===== src/volume_ray_compositor_defines.svh =====
// Assertion macros for the ray compositor. Each expects clk and rst in scope.
`ifndef VOLUME_RAY_COMPOSITOR_DEFINES_SVH
`define VOLUME_RAY_COMPOSITOR_DEFINES_SVH

// Condition must hold at every edge outside reset
`define VRC_ASSERT_ALWAYS(lbl, cond, msg) \
  lbl: assert property (@(posedge clk) disable iff (rst) (cond)) else $error(msg);

// Antecedent implies consequent in the same cycle
`define VRC_ASSERT_SAME(lbl, ante, cons, msg) \
  lbl: assert property (@(posedge clk) disable iff (rst) (ante) |-> (cons)) else $error(msg);

// Antecedent implies consequent in the next cycle
`define VRC_ASSERT_NEXT(lbl, ante, cons, msg) \
  lbl: assert property (@(posedge clk) disable iff (rst) (ante) |=> (cons)) else $error(msg);

`endif


===== src/vrc_pkg.sv =====
`default_nettype none

package vrc_pkg;

  // Fixed-point constants (opacity Q1.16, shading Q2.14)
  localparam logic [16:0] OPAQUE_ONE        = 17'd65536;
  localparam logic [15:0] SHADE_ONE         = 16'd16384;
  localparam logic [16:0] SHADE_MIN_ALPHA   = 17'd13108;
  localparam logic [16:0] TERMINATE_OPACITY = 17'd65279;
  localparam logic [23:0] COLOR_ACC_MAX     = 24'hFFFFFF;

  // Configuration register indexes
  localparam int unsigned CFG_IDX_W = 2;
  localparam logic [CFG_IDX_W-1:0] CFG_WEIGHT_ENABLE     = 2'd0;
  localparam logic [CFG_IDX_W-1:0] CFG_WEIGHT_CUTOFF     = 2'd1;
  localparam logic [CFG_IDX_W-1:0] CFG_WEIGHT_CUTOFF_INV = 2'd2;
  localparam int unsigned CFG_DATA_W = 32;

  typedef struct packed {
    logic        sample_valid;
    logic [7:0]  color_red;
    logic [7:0]  color_green;
    logic [7:0]  color_blue;
    logic [16:0] alpha;
    logic [23:0] sample_weight;
    logic [15:0] shading;
    logic        ray_end;
    logic [7:0]  background_red;
    logic [7:0]  background_green;
    logic [7:0]  background_blue;
  } vrc_sample_t;

  typedef struct packed {
    logic [7:0] pixel_red;
    logic [7:0] pixel_green;
    logic [7:0] pixel_blue;
  } vrc_pixel_t;

  typedef enum logic [3:0] {
    ST_IDLE,
    ST_FACTOR,
    ST_SCALE,
    ST_SQUARE,
    ST_REMAIN,
    ST_SHADE,
    ST_ACCUM,
    ST_BACK,
    ST_EMIT
  } vrc_state_t;

  // One step of the datapath per bit, at most one high per cycle
  typedef struct packed {
    logic load;
    logic factor;
    logic scale;
    logic square;
    logic remain;
    logic shade;
    logic accum;
    logic back;
    logic emit;
  } vrc_cmd_t;

  typedef struct packed {
    logic hit;       // incoming beat adds to the ray
    logic scale;     // incoming beat needs the weight cutoff
    logic last_now;  // incoming beat closes the ray
    logic last_held; // held beat closes the ray
    logic out_busy;  // pixel register full and stalled
  } vrc_status_t;

  // Add to a colour accumulator, saturating at its maximum
  function automatic logic [23:0] sat_add(input logic [23:0] acc, input logic [24:0] add);
    logic [25:0] s;
    s = {2'b00, acc} + {1'b0, add};
    sat_add = (s > {2'b00, COLOR_ACC_MAX}) ? COLOR_ACC_MAX : s[23:0];
  endfunction

  // Integer part of a Q10.14 accumulator, saturated at 255
  function automatic logic [7:0] to_pixel(input logic [23:0] acc);
    to_pixel = (acc[23:22] != 2'b00) ? 8'hFF : acc[21:14];
  endfunction

endpackage

`default_nettype wire


===== src/vrc_ctrl.sv =====
`default_nettype none

module vrc_ctrl (
  input  wire                  clk,
  input  wire                  rst,
  input  wire                  samp_valid,
  output logic                 samp_stall,
  input  vrc_pkg::vrc_status_t status,
  output vrc_pkg::vrc_cmd_t    cmd
);
  import vrc_pkg::*;

  vrc_state_t state;
  vrc_state_t state_next;

  // State register
  always_ff @(posedge clk) begin
    if (rst) begin
      state <= ST_IDLE;
    end else begin
      state <= state_next;
    end
  end

  // Next state
  always_comb begin
    state_next = state;
    unique case (state)
      ST_IDLE: begin
        if (samp_valid) begin
          if (status.hit) begin
            state_next = status.scale ? ST_FACTOR : ST_SQUARE;
          end else if (status.last_now) begin
            state_next = ST_BACK;
          end
        end
      end
      ST_FACTOR: state_next = ST_SCALE;
      ST_SCALE:  state_next = ST_SQUARE;
      ST_SQUARE: state_next = ST_REMAIN;
      ST_REMAIN: state_next = ST_SHADE;
      ST_SHADE:  state_next = ST_ACCUM;
      ST_ACCUM:  state_next = status.last_held ? ST_BACK : ST_IDLE;
      ST_BACK:   state_next = ST_EMIT;
      ST_EMIT: begin
        if (!status.out_busy) begin
          state_next = ST_IDLE;
        end
      end
      default:   state_next = ST_IDLE;
    endcase
  end

  // Commands
  always_comb begin
    cmd        = '0;
    samp_stall = 1'b1;
    unique case (state)
      ST_IDLE: begin
        samp_stall = 1'b0;
        cmd.load   = samp_valid;
      end
      ST_FACTOR: cmd.factor = 1'b1;
      ST_SCALE:  cmd.scale  = 1'b1;
      ST_SQUARE: cmd.square = 1'b1;
      ST_REMAIN: cmd.remain = 1'b1;
      ST_SHADE:  cmd.shade  = 1'b1;
      ST_ACCUM:  cmd.accum  = 1'b1;
      ST_BACK:   cmd.back   = 1'b1;
      ST_EMIT:   cmd.emit   = !status.out_busy;
      default:   cmd        = '0;
    endcase
  end

endmodule

`default_nettype wire


===== config.mk =====
export PLATFORM = sky130hd
export DESIGN_NAME = vrc_ctrl
export DESIGN_NICKNAME = d
export VERILOG_FILES = /design/src/volume_ray_compositor_defines.svh /design/src/vrc_pkg.sv /design/src/vrc_ctrl.sv
export SDC_FILE = /design/constraint.sdc
export NUM_CORES = 1
export LEC_CHECK = 0
export BUFFER_PORTS_ARGS = -buffer_cell sky130_fd_sc_hd__buf_4
export CORE_AREA = 2 2 39 41
export CTS_CLUSTER_DIAMETER = 60
export DETAILED_ROUTE_END_ITERATION = 10
export DIE_AREA = 0 0 41 43
export GPL_TIMING_DRIVEN = 0
export PLACE_DENSITY = 0.48
export SETUP_SLACK_MARGIN = 0.3
export SKIP_CTS_REPAIR_TIMING = 1
export SLEW_MARGIN = 20
export SYNTH_ARGS = -nofsm -noshare
export SYNTH_HDL_FRONTEND = slang
export SYNTH_SLANG_ARGS = --single-unit

===== constraint.sdc =====
create_clock -name clk -period 2.1 [get_ports clk]
set_input_delay 0.525 -clock clk [delete_from_list [all_inputs] [get_ports clk]]
set_output_delay 0.525 -clock clk [all_outputs]
set_load 0.05 [all_outputs]

Word level (Yosys, flattened, before mapping) --
Cells that the tools add are included.
Cells by class: equal/unequal tests 11, muxes and demuxes 17, reduce and logical (&&, ||, !) cells 3
Operators with widths (number):
- $pmux W4 S9 | 1
- $eq A4 B3 Y1 const B | 4
- $mux W4 | 4
- $mux W1 | 10
- $eq A4 B2 Y1 const B | 2
- $eq A4 B1 Y1 const B | 1
- $eq A4 B4 Y1 const B | 1
- $logic_not A4 Y1 | 1
- $ne A2 B2 Y1 const B | 2
- $mux W3 | 1
- $ne A3 B3 Y1 const B | 1
- $reduce_and A3 Y1 | 1
- $mux W2 | 1
- $logic_not A1 Y1 | 1
Storage, ports and cells: input port bits 8, output and inout port bits 10, register bits 4, word-level logic and storage cells 32

Logic depth before layout (Yosys ltp) --
word-level depth 4, depth in mapped cells 4

Worst setup path before layout --
No wires, ideal clock.
kind reg-to-output, start register state[0], end output port cmd[3] in the netlist's numbering, cell stages (with the launch flop) 4, path buffers 1, data required time 1.575 ns, arrival 1.642 ns, slack -0.067 ns, cells stage by stage dfxtp_1 buf_2 nand2_1 nor3_1
RTL lines:
- from (decl) | RTL line vrc_ctrl.sv:13 | vrc_state_t state;
- from (signal assigned) | RTL line vrc_ctrl.sv:21 | state <= state_next;
- to (decl) | RTL line vrc_ctrl.sv:9 | output vrc_pkg::vrc_cmd_t cmd

==> results_dict.tcl <==
set metrics [dict create \
    drv_slew 0 \
    end_kind "output port" \
    slew_headroom_pct 78.7 \
    worst-slew-pin-transition_ns 0.319 \
    routed_wl_um 836 \
    clock_skew_ns 0.00477 \
    critPathKind "reg -> out" \
    synth-edff-count 0 \
    gp_congestion 0.781 \
    ys_ff_latch 4 \
    required_ns 1.57 \
    cp_cell_sequence "nand2b_2 -> nor3_1 -> buf_4" \
    io_buffer_count 17 \
    timing.rr.end "state[0]$_SDFFE_PP0P_" \
    finalSetupViolations 0 \
    clkSlewWorstSetupHoldPaths_ns 0.04 \
    ys_seq_area_share_pct 28.6 \
    drv_cap 0 \
    synthToLayoutAreaGrowth_pct 72.8 \
    clock_sinks 4 \
    post-route-period-util_pct 85.1 \
    design_area_sq_um 484 \
    max_freq_ghz 0.559 \
    netlist_area_sq_um 280 \
    p_clk_share_pct 15.3 \
    max_flop_register "state" \
    fp.coreArea_sq_mm 0.00138 \
    p_sw_uw 320 \
    vias 351 \
    ys.flop_type "dfxtp_1" \
    sw_frac_of_total_pct 52.0 \
    critPathLaunchType "register" \
    first_pass_iters 2 \
    leakage_uw 0.000224 \
    dpl_cell_area_sq_um 440 \
    synthDistinctLibCells 19 \
    ir_drop_mv 0.591 \
    rsz0062_at_grt "yes" \
    max_stage_delay_ns 0.39 \
    status "finished, final reports clean" \
    fp.dieH_um 43 \
    slowest_stage "dfxtp_1" \
    fin_nets 72 \
    r2r_setup_slack_ns 1.01 \
    reg2reg_from "state[2]$_SDFFE_PP0P_" \
    syn_inst 42 \
    worstHoldPathCells 2 \
    synth_warnings 0 \
    tritoncts "built" \
    cts-buffers-inserted 3 \
    dieArea_sq_mm 0.00176 \
    synthArstFlopShare_pct 0 \
    drc 0 \
    p_per_area_mw_per_mm2 1270 \
    grt_first_pass_wirelength_um 1210 \
    grt_usage_pct 10.1 \
    total_power_uw 616 \
    drive_gt1_share_pct 48.4 \
    ctsLongestPathBuffers 2 \
    seqPwrFrac_pct 19.6 \
    initial_core_util_pct 20.3 \
    io_pins 18 \
    antennaDiodeCount 0 \
    worstHoldEndpoint "state[3]$_SDFFE_PP0P_" \
    cts_root_buf "clkbuf_4" \
    grt-ovfl-total 0 \
    antenna_found_initial 0 \
    min-delay-start "rst" \
    r2r_cells 3 \
    hpwl_um 618 \
    crit_arrival_ns 1.26 \
    synth.net_count 50 \
    vias_per_cell 4.50 \
    largest_reg_flops 4 \
    dr.first_iter.drc_count 5 \
    htree_num_levels 1 \
    comb_power_share_pct 65.1 \
    hold_path.class "in -> reg" \
    internal_power_uw 296 \
    drtAntennaViolNets 0 \
    routedWlPerCell_um 10.7 \
    timing.final.hold_violations 0 \
    top_regs "state (4)" \
    rows 14 \
    avgSynthCellArea_sq_um 6.67 \
    grt_max_degree 11 \
    first_global_vias 292 \
    path_max_fanout 7 \
    clk_latency_ns 0.23 \
    fin_crit_ns 1.79 \
    fp.dieW_um 41 \
]
==> power groups by stage <==
stage               Sequential (uW)  Clock [uW]  Combinational, uW
floorplan                       111           0                284
CTS                             115        98.0                387
detailed placement              116           0                386
global route                    124         104                430
finish                          121        94.5                401
global placement                116           0                386
==> cells in the mapped netlist (all sizes together), types with 2 or more instances <==
master / n / area [sq um]
nor3: 6 / 35.0
nand2: 6 / 22.5
nand2b: 4 / 25.0
a31oi: 2 / 12.5
inv: 3 / 11.3
nor2: 6 / 22.5
dfxtp: 4 / 80.1
==> routing by layer <==
layer | track usage (%) | vias to the layer above | share of wire, %
li1 | - | 188 | -
met1 | 14.7 | 148 | 45
met2 | 12.5 | 15 | 47
met3 | 3.14 | 0 | 7.5
met4 | 6.00 | 0 | 0
met5 | 0 | - | 0
==> cell type report <==
class                           instances  area, sq um
Multi-Input combinational cell         33          198
Fill cell                             156          900
Buffer                                  2         18.8
Timing Repair Buffer                   17          131
Clock buffer                            3         22.5
Sequential cell                         4         82.6
Tap cell                               16         20.0
Inverter                                3         11.3
==> placed cells by master (no fill, tap or decap) <==
cell	instances
a211o_1	1
a21o_1	1
a21oi_1	1
a311oi_1	1
a31oi_1	2
and3_1	1
buf_4	17
buf_6	2
clkbuf_4	3
dfxtp_1	2
dfxtp_2	2
inv_1	3
nand2_1	6
nand2b_1	3
nand2b_2	1
nand3_1	1
nor2_1	4
nor2_2	2
nor3_1	3
nor3_2	3
o211ai_1	1
o21ai_0	1
o32ai_1	1
==> cells by family after synthesis <==
kind of cell / synth area share, %
DFF: 28.6
buffers and inverters: 7.14
and+or+nand+nor: 41.5
AOI/OAI and AO/OA: 22.8
==> worst max-delay path: cells and delay by family (launching register included) <==
kind	cells	cell delay, ns
buffers and inverters	1	0.22
DFF	1	0.39
and+or+nand+nor	2	0.41
==> worst max path at each step <==
stage / start / slack [ns] / cells after the start / end
after floorplan: state[1]$_SDFFE_PP0P_ / -0.05 / 2 / cmd[7]
after global placement: state[1]$_SDFFE_PP0P_ / 0.31 / 4 / cmd[8]
after detailed placement: state[1]$_SDFFE_PP0P_ / 0.34 / 4 / cmd[8]
after CTS: state[1]$_SDFFE_PP0P_ / 0.08 / 4 / cmd[8]
after global routing: state[3]$_SDFFE_PP0P_ / 0.25 / 3 / cmd[6]
final: state[3]$_SDFFE_PP0P_ / 0.31 / 3 / cmd[6]
==> metrics by stage <==
step,util [%],setup WS (ns),TNS (ns),instances,hold WS (ns)
CTS,33.5,0.0782,0,78,0.504
global route,35.0,0.249,0,78,0.511
detailed placement,31.8,0.345,0,75,0.612
finish,35.0,0.312,0,78,0.506
floorplan,-,-0.0470,-0.0885,42,0.553
global placement,31.8,0.314,0,75,0.622
(Power assumes the default switching activity.)
